`config.mk`:
```
export PLATFORM = sky130hd
export DESIGN_NAME = compacting_array_list_unit
export DESIGN_NICKNAME = d
export VERILOG_FILES = /design/src/sv/cal_pkg.sv /design/src/sv/compacting_array_list_unit.sv /design/src/sv/cal_ram.sv /design/src/sv/cal_dp.sv /design/src/sv/cal_ctrl.sv
export VERILOG_INCLUDE_DIRS = /design/src /design/src/sv
export SDC_FILE = /design/constraint.sdc
export NUM_CORES = 2
export LEC_CHECK = 0
export BUFFER_PORTS_ARGS = -buffer_cell sky130_fd_sc_hd__buf_2
export CORE_UTILIZATION = 55
export DETAILED_ROUTE_END_ITERATION = 10
export PLACE_DENSITY = 0.7
export SLEW_MARGIN = 20
export SYNTH_ARGS = -nofsm -noshare
export SYNTH_HDL_FRONTEND = slang
export SYNTH_SLANG_ARGS = --single-unit
```
`constraint.sdc`:
```
create_clock -name clk -period 17.1 [get_ports clk]
set_input_delay 0 -clock clk [delete_from_list [all_inputs] [get_ports clk]]
set_output_delay 0 -clock clk [all_outputs]
set_load 0.05 [all_outputs]
```
`src/sv/compacting_array_list_unit_assert.svh`:
```
// Assertion macros shared by the list unit.
// Each macro expects a clock named clk and an active-low reset named rst_n in scope.
`ifndef COMPACTING_ARRAY_LIST_UNIT_ASSERT_SVH
`define COMPACTING_ARRAY_LIST_UNIT_ASSERT_SVH

// The consequent must hold in the same cycle as the antecedent.
`define CAL_ASSERT_SAME(label, ante, cons, msg) \
    label: assert property (@(posedge clk) disable iff (!rst_n) (ante) |-> (cons)) \
        else $error(msg);

// The consequent must hold in the cycle after the antecedent.
`define CAL_ASSERT_NEXT(label, ante, cons, msg) \
    label: assert property (@(posedge clk) disable iff (!rst_n) (ante) |=> (cons)) \
        else $error(msg);

`endif

```
`src/sv/cal_pkg.sv`:
```
// ----------------------------------------------------------------------------
// cal_pkg
// Types and constants shared by the modules of the compacting array list.
// ----------------------------------------------------------------------------
`default_nettype none

package cal_pkg;

    localparam int IDX_W      = 8;
    localparam int VAL_W      = 32;
    localparam int CMD_W      = 2;
    localparam int STAT_W     = 2;
    localparam int COUNT_W    = 7;
    localparam int IN_DATA_W  = 40;
    localparam int OUT_DATA_W = 40;

    typedef enum logic [CMD_W-1:0] {
        CMD_APPEND = 2'd0,
        CMD_UPDATE = 2'd1,
        CMD_REMOVE = 2'd2,
        CMD_GET    = 2'd3
    } cmd_t;

    typedef enum logic [STAT_W-1:0] {
        STAT_OK        = 2'd0,
        STAT_FULL      = 2'd1,
        STAT_BAD_INDEX = 2'd2
    } status_t;

    typedef enum logic [2:0] {
        ST_IDLE,
        ST_EXEC,
        ST_GET_WAIT,
        ST_SHIFT,
        ST_RESP
    } state_t;

    // Commands from the controller to the datapath.
    typedef struct packed {
        logic capture;
        logic judge;
        logic wr_append;
        logic wr_update;
        logic rd_get;
        logic get_capture;
        logic shift_start;
        logic shift_run;
        logic count_dec;
        logic result_load;
    } dp_cmd_t;

    // Status from the datapath to the controller.
    typedef struct packed {
        cmd_t cmd;
        logic req_ok;
        logic shift_more;
        logic shift_pend;
        logic out_free;
    } dp_stat_t;

endpackage

`default_nettype wire

```
`src/sv/compacting_array_list_unit.sv`:
```
// ----------------------------------------------------------------------------
// compacting_array_list_unit
// Bounded, densely packed list of signed 32-bit words with append, update,
// remove and get commands; one result per command.
// ----------------------------------------------------------------------------
//
//  Channel   Direction  tdata (low bit first)          tuser
//  s_axis    in         index[7:0], value[39:8]        command[1:0]
//  m_axis    out        read_value[31:0],              status[1:0]
//                       count[38:32], zero[39]
//
// One command is worked at a time; the next is taken once the previous result
// sits in the output register, even if that result has not been taken yet.
// Append, update and rejected commands go from accept through execute to the
// result state; get adds a wait for the registered store read. Remove moves
// every entry above the index down by one, through the store's single read
// and write ports, before the count drops.
// Reset clears the entry count; the store needs no clearing.
// A stalled result holds in the output register and holds off the next result.
// ----------------------------------------------------------------------------
`default_nettype none

`include "compacting_array_list_unit_assert.svh"

module compacting_array_list_unit #(
    parameter int CAPACITY = 64
) (
    input  wire logic                              clk,
    input  wire logic                              rst_n,
    input  wire logic                              s_axis_tvalid,
    output logic                                   s_axis_tready,
    // index[7:0], value[39:8]
    input  wire logic [cal_pkg::IN_DATA_W-1:0]     s_axis_tdata,
    // command[1:0]
    input  wire logic [cal_pkg::CMD_W-1:0]         s_axis_tuser,
    output logic                                   m_axis_tvalid,
    input  wire logic                              m_axis_tready,
    // read_value[31:0], count[38:32], zero[39]
    output logic      [cal_pkg::OUT_DATA_W-1:0]    m_axis_tdata,
    // status[1:0]
    output logic      [cal_pkg::STAT_W-1:0]        m_axis_tuser
);

    cal_pkg::dp_cmd_t             dp_cmd;
    cal_pkg::dp_stat_t            dp_stat;
    logic [cal_pkg::VAL_W-1:0]    read_value;
    logic [cal_pkg::COUNT_W-1:0]  count;

    cal_ctrl u_ctrl (
        .clk     (clk),
        .rst_n   (rst_n),
        .in_valid(s_axis_tvalid),
        .in_ready(s_axis_tready),
        .stat    (dp_stat),
        .cmd     (dp_cmd)
    );

    cal_dp #(
        .CAPACITY(CAPACITY)
    ) u_dp (
        .clk           (clk),
        .rst_n         (rst_n),
        .cmd           (dp_cmd),
        .stat          (dp_stat),
        .in_command    (s_axis_tuser),
        .in_index      (s_axis_tdata[cal_pkg::IDX_W-1:0]),
        .in_value      (s_axis_tdata[cal_pkg::IDX_W +: cal_pkg::VAL_W]),
        .out_ready     (m_axis_tready),
        .out_valid     (m_axis_tvalid),
        .out_status    (m_axis_tuser),
        .out_read_value(read_value),
        .out_count     (count)
    );

    assign m_axis_tdata = {1'b0, count, read_value};

    `CAL_ASSERT_NEXT(a_one_at_a_time,
        s_axis_tvalid && s_axis_tready,
        !s_axis_tready,
        "item accepted while busy")
    `CAL_ASSERT_SAME(a_full_at_capacity,
        m_axis_tvalid && (m_axis_tuser == cal_pkg::STAT_FULL),
        count == cal_pkg::COUNT_W'(CAPACITY),
        "full reported below capacity")
    `CAL_ASSERT_SAME(a_reject_reads_zero,
        m_axis_tvalid && (m_axis_tuser != cal_pkg::STAT_OK),
        read_value == '0,
        "rejected command returned data")
    `CAL_ASSERT_SAME(a_status_code,
        m_axis_tvalid,
        (m_axis_tuser == cal_pkg::STAT_OK) || (m_axis_tuser == cal_pkg::STAT_FULL)
            || (m_axis_tuser == cal_pkg::STAT_BAD_INDEX),
        "undefined status code")

endmodule

`default_nettype wire

```
`src/sv/cal_ram.sv`:
```
// ----------------------------------------------------------------------------
// cal_ram
// Generic single-write, single-read RAM with a registered read port.
// ----------------------------------------------------------------------------
`default_nettype none

module cal_ram #(
    parameter int WIDTH = 32,
    parameter int DEPTH = 64,
    localparam int AW   = (DEPTH > 1) ? $clog2(DEPTH) : 1
) (
    input  wire logic             clk,
    input  wire logic             we,
    input  wire logic [AW-1:0]    waddr,
    input  wire logic [WIDTH-1:0] wdata,
    input  wire logic             re,
    input  wire logic [AW-1:0]    raddr,
    output logic      [WIDTH-1:0] rdata
);

    logic [WIDTH-1:0] mem [DEPTH];

    always_ff @(posedge clk)
    begin
        if (we)
        begin
            mem[waddr] <= wdata;
        end
        if (re)
        begin
            rdata <= mem[raddr];
        end
    end

endmodule

`default_nettype wire

```
`src/sv/cal_dp.sv`:
```
// ----------------------------------------------------------------------------
// cal_dp
// Datapath of the list: command registers, entry count, shift pointers,
// entry store and the result register.
// ----------------------------------------------------------------------------
`default_nettype none

module cal_dp #(
    parameter int CAPACITY = 64
) (
    input  wire logic                         clk,
    input  wire logic                         rst_n,
    input  wire cal_pkg::dp_cmd_t             cmd,
    output cal_pkg::dp_stat_t                 stat,
    input  wire logic [cal_pkg::CMD_W-1:0]    in_command,
    input  wire logic [cal_pkg::IDX_W-1:0]    in_index,
    input  wire logic [cal_pkg::VAL_W-1:0]    in_value,
    input  wire logic                         out_ready,
    output logic                              out_valid,
    output logic      [cal_pkg::STAT_W-1:0]   out_status,
    output logic      [cal_pkg::VAL_W-1:0]    out_read_value,
    output logic      [cal_pkg::COUNT_W-1:0]  out_count
);

    localparam int AW   = (CAPACITY > 1) ? $clog2(CAPACITY) : 1;
    localparam int CW   = $clog2(CAPACITY + 1);
    localparam int CMPW = (CW > cal_pkg::IDX_W) ? CW : cal_pkg::IDX_W;

    cal_pkg::cmd_t                 cmd_reg;
    logic [cal_pkg::IDX_W-1:0]     idx_reg;
    logic [cal_pkg::VAL_W-1:0]     val_reg;
    logic [CW-1:0]                 count_reg;
    logic [CW-1:0]                 count_next;
    logic [CW-1:0]                 src_reg;
    logic [AW-1:0]                 dst_reg;
    logic                          pend_reg;
    cal_pkg::status_t              res_status_reg;
    logic [cal_pkg::VAL_W-1:0]     rdval_reg;
    logic                          out_valid_reg;
    cal_pkg::status_t              out_status_reg;
    logic [cal_pkg::VAL_W-1:0]     out_read_reg;
    logic [cal_pkg::COUNT_W-1:0]   out_count_reg;

    cal_pkg::status_t              req_status;
    logic                          list_full;
    logic                          bad_index;
    logic                          shift_more;
    logic                          shift_wr;

    logic                          ram_we;
    logic [AW-1:0]                 ram_waddr;
    logic [cal_pkg::VAL_W-1:0]     ram_wdata;
    logic                          ram_re;
    logic [AW-1:0]                 ram_raddr;
    logic [cal_pkg::VAL_W-1:0]     ram_rdata;

    assign list_full  = (count_reg == CW'(CAPACITY));
    assign bad_index  = (CMPW'(idx_reg) >= CMPW'(count_reg));
    assign shift_more = (src_reg < count_reg);
    assign shift_wr   = cmd.shift_run && pend_reg;

    always_comb
    begin
        if (cmd_reg == cal_pkg::CMD_APPEND)
        begin
            req_status = list_full ? cal_pkg::STAT_FULL : cal_pkg::STAT_OK;
        end
        else
        begin
            req_status = bad_index ? cal_pkg::STAT_BAD_INDEX : cal_pkg::STAT_OK;
        end
    end

    always_comb
    begin
        stat.cmd        = cmd_reg;
        stat.req_ok     = (req_status == cal_pkg::STAT_OK);
        stat.shift_more = shift_more;
        stat.shift_pend = pend_reg;
        stat.out_free   = !out_valid_reg || out_ready;
    end

    // Write port: append at the tail, update in place, or move an entry down
    // during a remove. Only one of them is active in any cycle.
    always_comb
    begin
        ram_we    = cmd.wr_append || cmd.wr_update || shift_wr;
        ram_wdata = val_reg;
        ram_waddr = dst_reg;
        priority if (cmd.wr_append)
        begin
            ram_waddr = count_reg[AW-1:0];
        end
        else if (cmd.wr_update)
        begin
            ram_waddr = idx_reg[AW-1:0];
        end
        else
        begin
            ram_wdata = ram_rdata;
        end
    end

    always_comb
    begin
        ram_re    = cmd.rd_get || (cmd.shift_run && shift_more);
        ram_raddr = cmd.rd_get ? idx_reg[AW-1:0] : src_reg[AW-1:0];
    end

    always_comb
    begin
        count_next = count_reg;
        priority if (cmd.wr_append)
        begin
            count_next = count_reg + CW'(1);
        end
        else if (cmd.count_dec)
        begin
            count_next = count_reg - CW'(1);
        end
    end

    cal_ram #(
        .WIDTH(cal_pkg::VAL_W),
        .DEPTH(CAPACITY)
    ) u_store (
        .clk  (clk),
        .we   (ram_we),
        .waddr(ram_waddr),
        .wdata(ram_wdata),
        .re   (ram_re),
        .raddr(ram_raddr),
        .rdata(ram_rdata)
    );

    always_ff @(posedge clk or negedge rst_n)
    begin
        if (!rst_n)
        begin
            count_reg     <= '0;
            pend_reg      <= 1'b0;
            out_valid_reg <= 1'b0;
        end
        else
        begin
            count_reg <= count_next;
            if (cmd.shift_start)
            begin
                pend_reg <= 1'b0;
            end
            else if (cmd.shift_run)
            begin
                pend_reg <= shift_more;
            end
            if (cmd.result_load)
            begin
                out_valid_reg <= 1'b1;
            end
            else if (out_ready)
            begin
                out_valid_reg <= 1'b0;
            end
        end
    end

    always_ff @(posedge clk)
    begin
        if (cmd.capture)
        begin
            cmd_reg   <= cal_pkg::cmd_t'(in_command);
            idx_reg   <= in_index;
            val_reg   <= in_value;
            rdval_reg <= '0;
        end
        else if (cmd.get_capture)
        begin
            rdval_reg <= ram_rdata;
        end
        if (cmd.judge)
        begin
            res_status_reg <= req_status;
        end
        // The read pointer starts one entry ahead of the write pointer.
        if (cmd.shift_start)
        begin
            src_reg <= CW'(idx_reg) + CW'(1);
            dst_reg <= AW'(idx_reg);
        end
        else if (cmd.shift_run)
        begin
            if (shift_more)
            begin
                src_reg <= src_reg + CW'(1);
            end
            if (pend_reg)
            begin
                dst_reg <= dst_reg + AW'(1);
            end
        end
        if (cmd.result_load)
        begin
            out_status_reg <= res_status_reg;
            out_read_reg   <= rdval_reg;
            out_count_reg  <= cal_pkg::COUNT_W'(count_reg);
        end
    end

    assign out_valid      = out_valid_reg;
    assign out_status     = out_status_reg;
    assign out_read_value = out_read_reg;
    assign out_count      = out_count_reg;

endmodule

`default_nettype wire

```
`src/sv/cal_ctrl.sv`:
```
// ----------------------------------------------------------------------------
// cal_ctrl
// Controller of the list: sequences one command at a time through the
// datapath and hands its result to the output register.
// ----------------------------------------------------------------------------
`default_nettype none

module cal_ctrl (
    input  wire logic              clk,
    input  wire logic              rst_n,
    input  wire logic              in_valid,
    output logic                   in_ready,
    input  wire cal_pkg::dp_stat_t stat,
    output cal_pkg::dp_cmd_t       cmd
);

    cal_pkg::state_t state_reg;
    cal_pkg::state_t state_next;

    always_ff @(posedge clk or negedge rst_n)
    begin
        if (!rst_n)
        begin
            state_reg <= cal_pkg::ST_IDLE;
        end
        else
        begin
            state_reg <= state_next;
        end
    end

    always_comb
    begin
        state_next = state_reg;
        unique case (state_reg)
            cal_pkg::ST_IDLE:
            begin
                if (in_valid)
                begin
                    state_next = cal_pkg::ST_EXEC;
                end
            end
            cal_pkg::ST_EXEC:
            begin
                if (!stat.req_ok)
                begin
                    state_next = cal_pkg::ST_RESP;
                end
                else
                begin
                    unique case (stat.cmd)
                        cal_pkg::CMD_GET:    state_next = cal_pkg::ST_GET_WAIT;
                        cal_pkg::CMD_REMOVE: state_next = cal_pkg::ST_SHIFT;
                        default:             state_next = cal_pkg::ST_RESP;
                    endcase
                end
            end
            cal_pkg::ST_GET_WAIT:
            begin
                state_next = cal_pkg::ST_RESP;
            end
            cal_pkg::ST_SHIFT:
            begin
                if (!stat.shift_more && !stat.shift_pend)
                begin
                    state_next = cal_pkg::ST_RESP;
                end
            end
            cal_pkg::ST_RESP:
            begin
                if (stat.out_free)
                begin
                    state_next = cal_pkg::ST_IDLE;
                end
            end
            default:
            begin
                state_next = cal_pkg::ST_IDLE;
            end
        endcase
    end

    always_comb
    begin
        cmd      = '0;
        in_ready = 1'b0;
        unique case (state_reg)
            cal_pkg::ST_IDLE:
            begin
                in_ready    = 1'b1;
                cmd.capture = in_valid;
            end
            cal_pkg::ST_EXEC:
            begin
                cmd.judge = 1'b1;
                if (stat.req_ok)
                begin
                    unique case (stat.cmd)
                        cal_pkg::CMD_APPEND: cmd.wr_append   = 1'b1;
                        cal_pkg::CMD_UPDATE: cmd.wr_update   = 1'b1;
                        cal_pkg::CMD_REMOVE: cmd.shift_start = 1'b1;
                        cal_pkg::CMD_GET:    cmd.rd_get      = 1'b1;
                        default:             cmd.judge       = 1'b1;
                    endcase
                end
            end
            cal_pkg::ST_GET_WAIT:
            begin
                cmd.get_capture = 1'b1;
            end
            cal_pkg::ST_SHIFT:
            begin
                // The count drops once the last moved entry has been written.
                cmd.shift_run = 1'b1;
                cmd.count_dec = !stat.shift_more && !stat.shift_pend;
            end
            cal_pkg::ST_RESP:
            begin
                cmd.result_load = stat.out_free;
            end
            default:
            begin
                cmd = '0;
            end
        endcase
    end

endmodule

`default_nettype wire
```
; ---- After elaboration in Yosys (flattened, before gate mapping)
; Memory sizes are Yosys's and may differ from the RTL's. A register that Yosys moved wholly into a read port is not among the register bits.
; Cells that the tools add are included.
[word_totals]
reg_bits = 142
ramBits = 2048
input_bits = 46
out_inout_bits = 44
n_memories = 1
[memory_table]
columns = name, depth, width, rd, rd_clocked_by_memory_dff, write_ports, line
row1 = u_dp.u_store.mem, 64, 32, 1, 1, 1, cal_ram.sv:21  ; logic [WIDTH-1:0] mem [DEPTH];
[op_classes]
add_sub_neg = 5
magnitude_cmp = 2
eq_ne = 11
muxes = 41
reduce_logical = 21
[op_table]
columns = cell, n
row1 = 32-bit two-way mux, 2
row2 = 6-bit two-way mux, 6
row3 = 7-bit two-way mux, 5
row4 = 7-bit by 1-bit adder with 7-bit output (second input constant), 3
row5 = 1-bit two-way mux, 17
row6 = 3-bit two-way mux, 5
row7 = 3-bit one-hot mux with 5 select lines, 1
row8 = 2-bit nonzero test, 5
row9 = 8-bit by 7-bit >= comparator with 1-bit output, 1
row10 = 7-bit equality test (second input constant), 1
row11 = 7-bit < comparator, 1
row12 = 7-bit by 1-bit subtractor with 7-bit output (second input constant), 1
row13 = 6-bit by 1-bit adder with 6-bit output (second input constant), 1
row14 = 3-bit by 2-bit equality test with 1-bit output (second input constant), 2
row15 = 2-bit two-way mux, 3
row16 = 3-bit one-hot mux with 2 select lines, 1
row17 = 2-bit equality test (second input constant), 2
row18 = 2-bit zero test, 2
row19 = 1-bit logical OR, 4
row20 = 4-bit two-way mux, 1
row21 = 2-bit by 1-bit inequality test with 1-bit output (second input constant), 2
row22 = 2-bit AND reduction, 2
row23 = 3-bit by 1-bit equality test with 1-bit output (second input constant), 1
row24 = 3-bit equality test (second input constant), 1
row25 = 6 further kinds, 10

; ---- Logic depth before layout (Yosys ltp)
[logic_depth]
depth_word = 10
mapped_depth = 16
ltp_nobuf = 12

; ---- Cells and area by module
; A second synthesis with hierarchy kept.
[unflattened]
hier_cells = 3778
area_unflattened_um2 = 84987.8
[modules_own_cells]
columns = module, instances, cells_per_inst, area_each_um2, seq_area_each_um2
row1 = cal_ram, 1, 3324, 78835.6, 62459.9
row2 = cal_dp, 1, 425, 5886.9, 3808.7
row3 = cal_ctrl, 1, 27, 254.0, 75.1
row4 = compacting_array_list_unit, 1, 2, 11.3, 0.0

; ---- Worst setup path before layout
; OpenSTA, ideal clock, no wires.
[synth_timing]
path_type = reg2reg
start = reg u_dp.idx_reg[0] (netlist name)
end = mem u_dp.u_store.mem[41][0] (enable)
arrival_ns = 5.291
required_time_ns = 16.639
setup_slack_ns = 11.348
path_stages_with_launch = 13
n_path_buf = 2
synth_period_minus_slack_ns = 5.752
path_cell_list = edfxtp_1 -> inv_1 -> ha_1 -> nand2b_4 -> a2111oi_4 -> or3_1 -> buf_2 -> nand2_1 -> a211oi_2 -> mux2_2 -> or3_1 -> clkbuf_1 -> nor3_1
[synth_via]
elab_chain_len = 10
word_cells_on_any_way = 12
classes_between = order compare: 1 / mux: 8 / reduce/logical: 3
[synth_lines]
columns = item, line
row1 = from (decl), cal_dp.sv:30  ; logic [cal_pkg::IDX_W-1:0] idx_reg;
row2 = from (signal assigned), cal_dp.sv:171  ; idx_reg <= in_index;
row3 = 8-bit by 7-bit >= comparator with 1-bit output, cal_dp.sv:58  ; assign bad_index = (CMPW'(idx_reg) >= CMPW'(count_reg));
row4 = 2-bit two-way mux, cal_dp.sv:70  ; req_status = bad_index ? cal_pkg::STAT_BAD_INDEX : cal_pkg::STAT_OK;
row5 = 2-bit two-way mux, cal_dp.sv:64  ; if (cmd_reg == cal_pkg::CMD_APPEND)
row6 = 2-bit zero test, cal_dp.sv:77  ; stat.req_ok = (req_status == cal_pkg::STAT_OK);
row7 = 3-bit two-way mux, cal_ctrl.sv:96  ; if (stat.req_ok)
row8 = 4-bit two-way mux, cal_ctrl.sv:87  ; unique case (state_reg)
row9 = 1-bit logical OR (2 in series), cal_dp.sv:87  ; ram_we = cmd.wr_append || cmd.wr_update || shift_wr;
row10 = 1-bit two-way mux, cal_ram.sv:25  ; if (we)
row11 = 1-bit two-way mux (not written as such), cal_ram.sv:27  ; mem[waddr] <= wdata;
row12 = to (decl), cal_ram.sv:21
; Several ways; a longest one is shown, not always the timed one.

; ---- Final worst setup path
[layout_timing]
start = reg u_dp.idx_reg[2] (netlist name)
end = reg u_dp.u_store.rdata[3] (read register of u_dp.u_store.mem) (data pin)
[layout_via]
elab_chain_len = 7
word_cells_on_any_way = 8
classes_between = order compare: 1 / mux: 5 / reduce/logical: 2
[layout_lines]
columns = item, line
row1 = 8-bit by 7-bit >= comparator with 1-bit output, cal_dp.sv:58
row2 = 2-bit two-way mux, cal_dp.sv:70
row3 = 2-bit two-way mux, cal_dp.sv:64
row4 = 2-bit zero test, cal_dp.sv:77
row5 = 3-bit two-way mux, cal_ctrl.sv:96
row6 = 4-bit two-way mux, cal_ctrl.sv:87
row7 = 6-bit two-way mux or 1-bit logical OR (tied branches), "cal_dp.sv:107, cal_dp.sv:106"
row8 = to (decl), cal_ram.sv:18  ; output logic [WIDTH-1:0] rdata
; Several ways; a longest one is shown, not always the timed one.
; A chain may end at the register's enable or synchronous reset.

==> results_dict.tcl <==
set metrics [dict create \
    status "finished clean" \
    synth_fa_ha_area_share_pct 0.307 \
    maxSlewHeadroom_pct 15.8 \
    start_util_pct 55.5 \
    hold_path_class "input port to flip-flop" \
    synth_fp_nets 6128 \
    synth_top_family_by_area "simple AND/OR/NAND/NOR gates" \
    dr.pass1.iters 6 \
    cts_sinks 2222 \
    finalWirelength_microns 269000 \
    rsz0062_at_grt "false" \
    routed_via_density 6.61 \
    arrival_ps 7880 \
    utilization_pct 62.6 \
    startpoint_type "flip-flop" \
    nets 6317 \
    cts.clk_slew.worst_paths_ps 60 \
    cts_root_buf "clkbuf_16" \
    maxCapViolations 0 \
    top_register "u_dp.u_store.mem" \
    reg2reg_from "u_dp.idx_reg[2]" \
    grt_pass1_wl_microns 380000 \
    async_flop_share_pct 0.540 \
    place.gp.congestion 0.905 \
    synth-edff-count 2178 \
    pin_count 90 \
    timing.rr.end "u_dp.u_store.rdata[3]" \
    grt_overflow_total 0 \
    largest_reg_flops 2048 \
    max_freq_mhz 139 \
    cts.path.max_buffers 3 \
    drc_errors 0 \
    synth_compound_area_share_pct 6.31 \
    synth_seq_area_share_pct 75.3 \
    worst_pin_slew_ps 1250 \
    post-route-period-util_pct 41.9 \
    dp_cells 8016 \
    coreArea_sq_um 159000 \
    cts-buffers-inserted 214 \
    synth_xor_xnor_area_share_pct 0.149 \
    rows 146 \
    finalHoldViolations 0 \
    muxShareOfSynthArea_pct 5.67 \
    die_width_microns 402 \
    antenna_found_initial 9 \
    grt_use_total_pct 33.0 \
    r2r_cells 13 \
    port_buffers 88 \
    tritoncts "yes" \
    dp_hpwl_microns 140000 \
    area_delta_synth_final_pct 12.9 \
    synth_seq_cells 2222 \
    synth_area_sq_um 88100 \
    synthCells 6061 \
    dieArea_sq_um 162000 \
    yosysWarnings 0 \
    ys_types 74 \
    ctsHoldBuffers 89 \
    die_height_microns 402 \
    p_leak_nw 34.0 \
    min_path_cells 4 \
    reg2reg_slack_ps 9930 \
    report.final.slew_viol_count 0 \
    final_cells 8498 \
    min_to "u_ctrl.state_reg[0]" \
    crit_required_ps 17810 \
    ctsHtreeMaxLevel 4 \
    ys.flop_type "edfxtp_1" \
    grt_pass1_vias 52794 \
    ant_nets 0 \
    finalCriticalPeriod_ps 7170 \
    vias 56130 \
    insertion_delay_ps 850 \
    grt_max_degree 169 \
    yosys.area_share.simple_pct 10.1 \
    ir_drop_mv 0.0977 \
    powerDensity_nw_per_um2 134 \
    avgSynthCellArea_sq_um 14.5 \
    finalSetupViolations 0 \
    drtIter0Drc 9088 \
    post_cts_buffers 0 \
    worstSetupPathType "flip-flop to flip-flop" \
    drive_above_1_share_pct 11.4 \
    worstPathMaxFanout 136 \
    finalSetupTns_ps 0 \
    end_kind "flip-flop" \
    holdCritStartpoint "s_axis_tvalid" \
    route.detailed.wl_per_inst_microns 31.7 \
    cts_resized 0 \
    clock-skew-final_ps 40.4 \
]
## layout by cell type (no fill, tap or decap), types with 22 or more instances in the layout
master	Yosys	routed
dfxtp_1	32	32
clkinv_1	0	55
nor2_1	130	62
nand3_1	507	507
nand2_2	0	24
mux2i_1	487	485
buf_2	146	88
o22ai_1	45	45
clkbuf_16	0	218
clkbuf_1	158	47
nor3_1	30	22
nand4_1	33	33
edfxtp_1	2178	2178
clkinv_2	0	34
dlygate4sd3_1	0	89
o221ai_1	181	181
a31oi_1	85	84
nor2_4	0	67
a41oi_1	25	25
o21ai_0	118	103
a21oi_1	219	218
buf_4	31	168
nand2_1	1292	1259
## worst max-delay path: stages (launching register included)
cell and delay (ps):
edfxtp_1 710, ha_1 330, o21a_1 130, nor2_1 70, nor3_2 800, o211a_4 770
buf_12 620, buf_4 940, buf_4 690, mux2i_1 200, o221ai_1 200, a31oi_1 60
nor3_1 860, o221a_2 370
## area by class of cell
class,instances,area [sq um]
fillers,11152,59300
diodes,5,12.5
clock buffers,265,5630
clock inverters,122,1170
well taps,2072,2590
repair buffers,357,2820
flip-flops and latches,2222,66300
multi-input cells,3435,20800
inverters,20,75.1
## power breakdown
part | internal (W) | total (W) | leakage [nW] | switching [W]
clock | 0.00264 | 0.00465 | 3.33 | 0.00201
sequential | 0.00642 | 0.00650 | 20.0 | 0.0000809
combinational | 0.000523 | 0.00215 | 10.6 | 0.00163
## kinds of logic after synthesis
| logic type | after synthesis |
|---|---|
| flip-flops | 2222 |
| XOR/XNOR | 15 |
| multiplexers | 498 |
| other | 1 |
| buffers and inverters | 404 |
| adder cells (fa/ha/maj) | 21 |
| AND/OR/NAND/NOR | 2092 |
| AO/OA/AOI/OAI | 808 |
## routing by layer
layer | global-route usage [%] | up-vias | share of wire (%)
met5 | 0 | - | 0.015
met4 | 16.3 | 6 | 5.5
met3 | 7.84 | 634 | 14
met2 | 49.4 | 4129 | 44
met1 | 45.7 | 27952 | 37
li1 | - | 23409 | -
## worst max path at each step
stage,from,cells after the start,end
after global routing,u_dp.idx_reg[2],13,u_dp.u_store.rdata[3]
final,u_dp.idx_reg[2],13,u_dp.u_store.rdata[3]
after detailed placement,u_dp.idx_reg[2],13,u_dp.u_store.rdata[11]
after CTS,u_dp.idx_reg[2],13,u_dp.u_store.rdata[11]
after floorplan,u_dp.idx_reg[0],12,u_dp.u_store.mem[41][0]
after global placement,u_dp.idx_reg[2],13,u_dp.u_store.rdata[0]
## cell usage after synthesis (15+ instances only)
library cell / count / area, sq um
nor3_1: 30 / 150
nor2_1: 130 / 488
o21ai_0: 118 / 591
buf_1: 41 / 154
o22ai_1: 45 / 282
or3_1: 18 / 113
nand3_1: 507 / 2540
dfxtp_1: 32 / 641
buf_2: 146 / 731
mux2i_1: 487 / 4870
nand4_1: 33 / 206
a31oi_1: 85 / 532
inv_1: 20 / 75.1
a41oi_1: 25 / 219
nand2_1: 1292 / 4850
nor4_1: 18 / 113
o221ai_1: 181 / 1590
edfxtp_1: 2178 / 65400
buf_4: 31 / 233
a21oi_1: 219 / 1100
o211a_1: 15 / 150
ha_1: 20 / 250
clkbuf_1: 158 / 593
## per-stage QoR
stage          setup WS (ps)  power, W  cell area [sq um]  hold slack, ps
4_1_cts                10100    0.0132              99400            10.6
3_5_place_dp           10150   0.00867              91700           -93.2
2_1_floorplan          11350   0.00785              88100            -296
5_1_grt                 9590    0.0136              99400             110
3_3_place_gp            9970   0.00862              91600           -98.8
6_report                9930    0.0133              99400             116
Power figures use the tool's default switching activity.
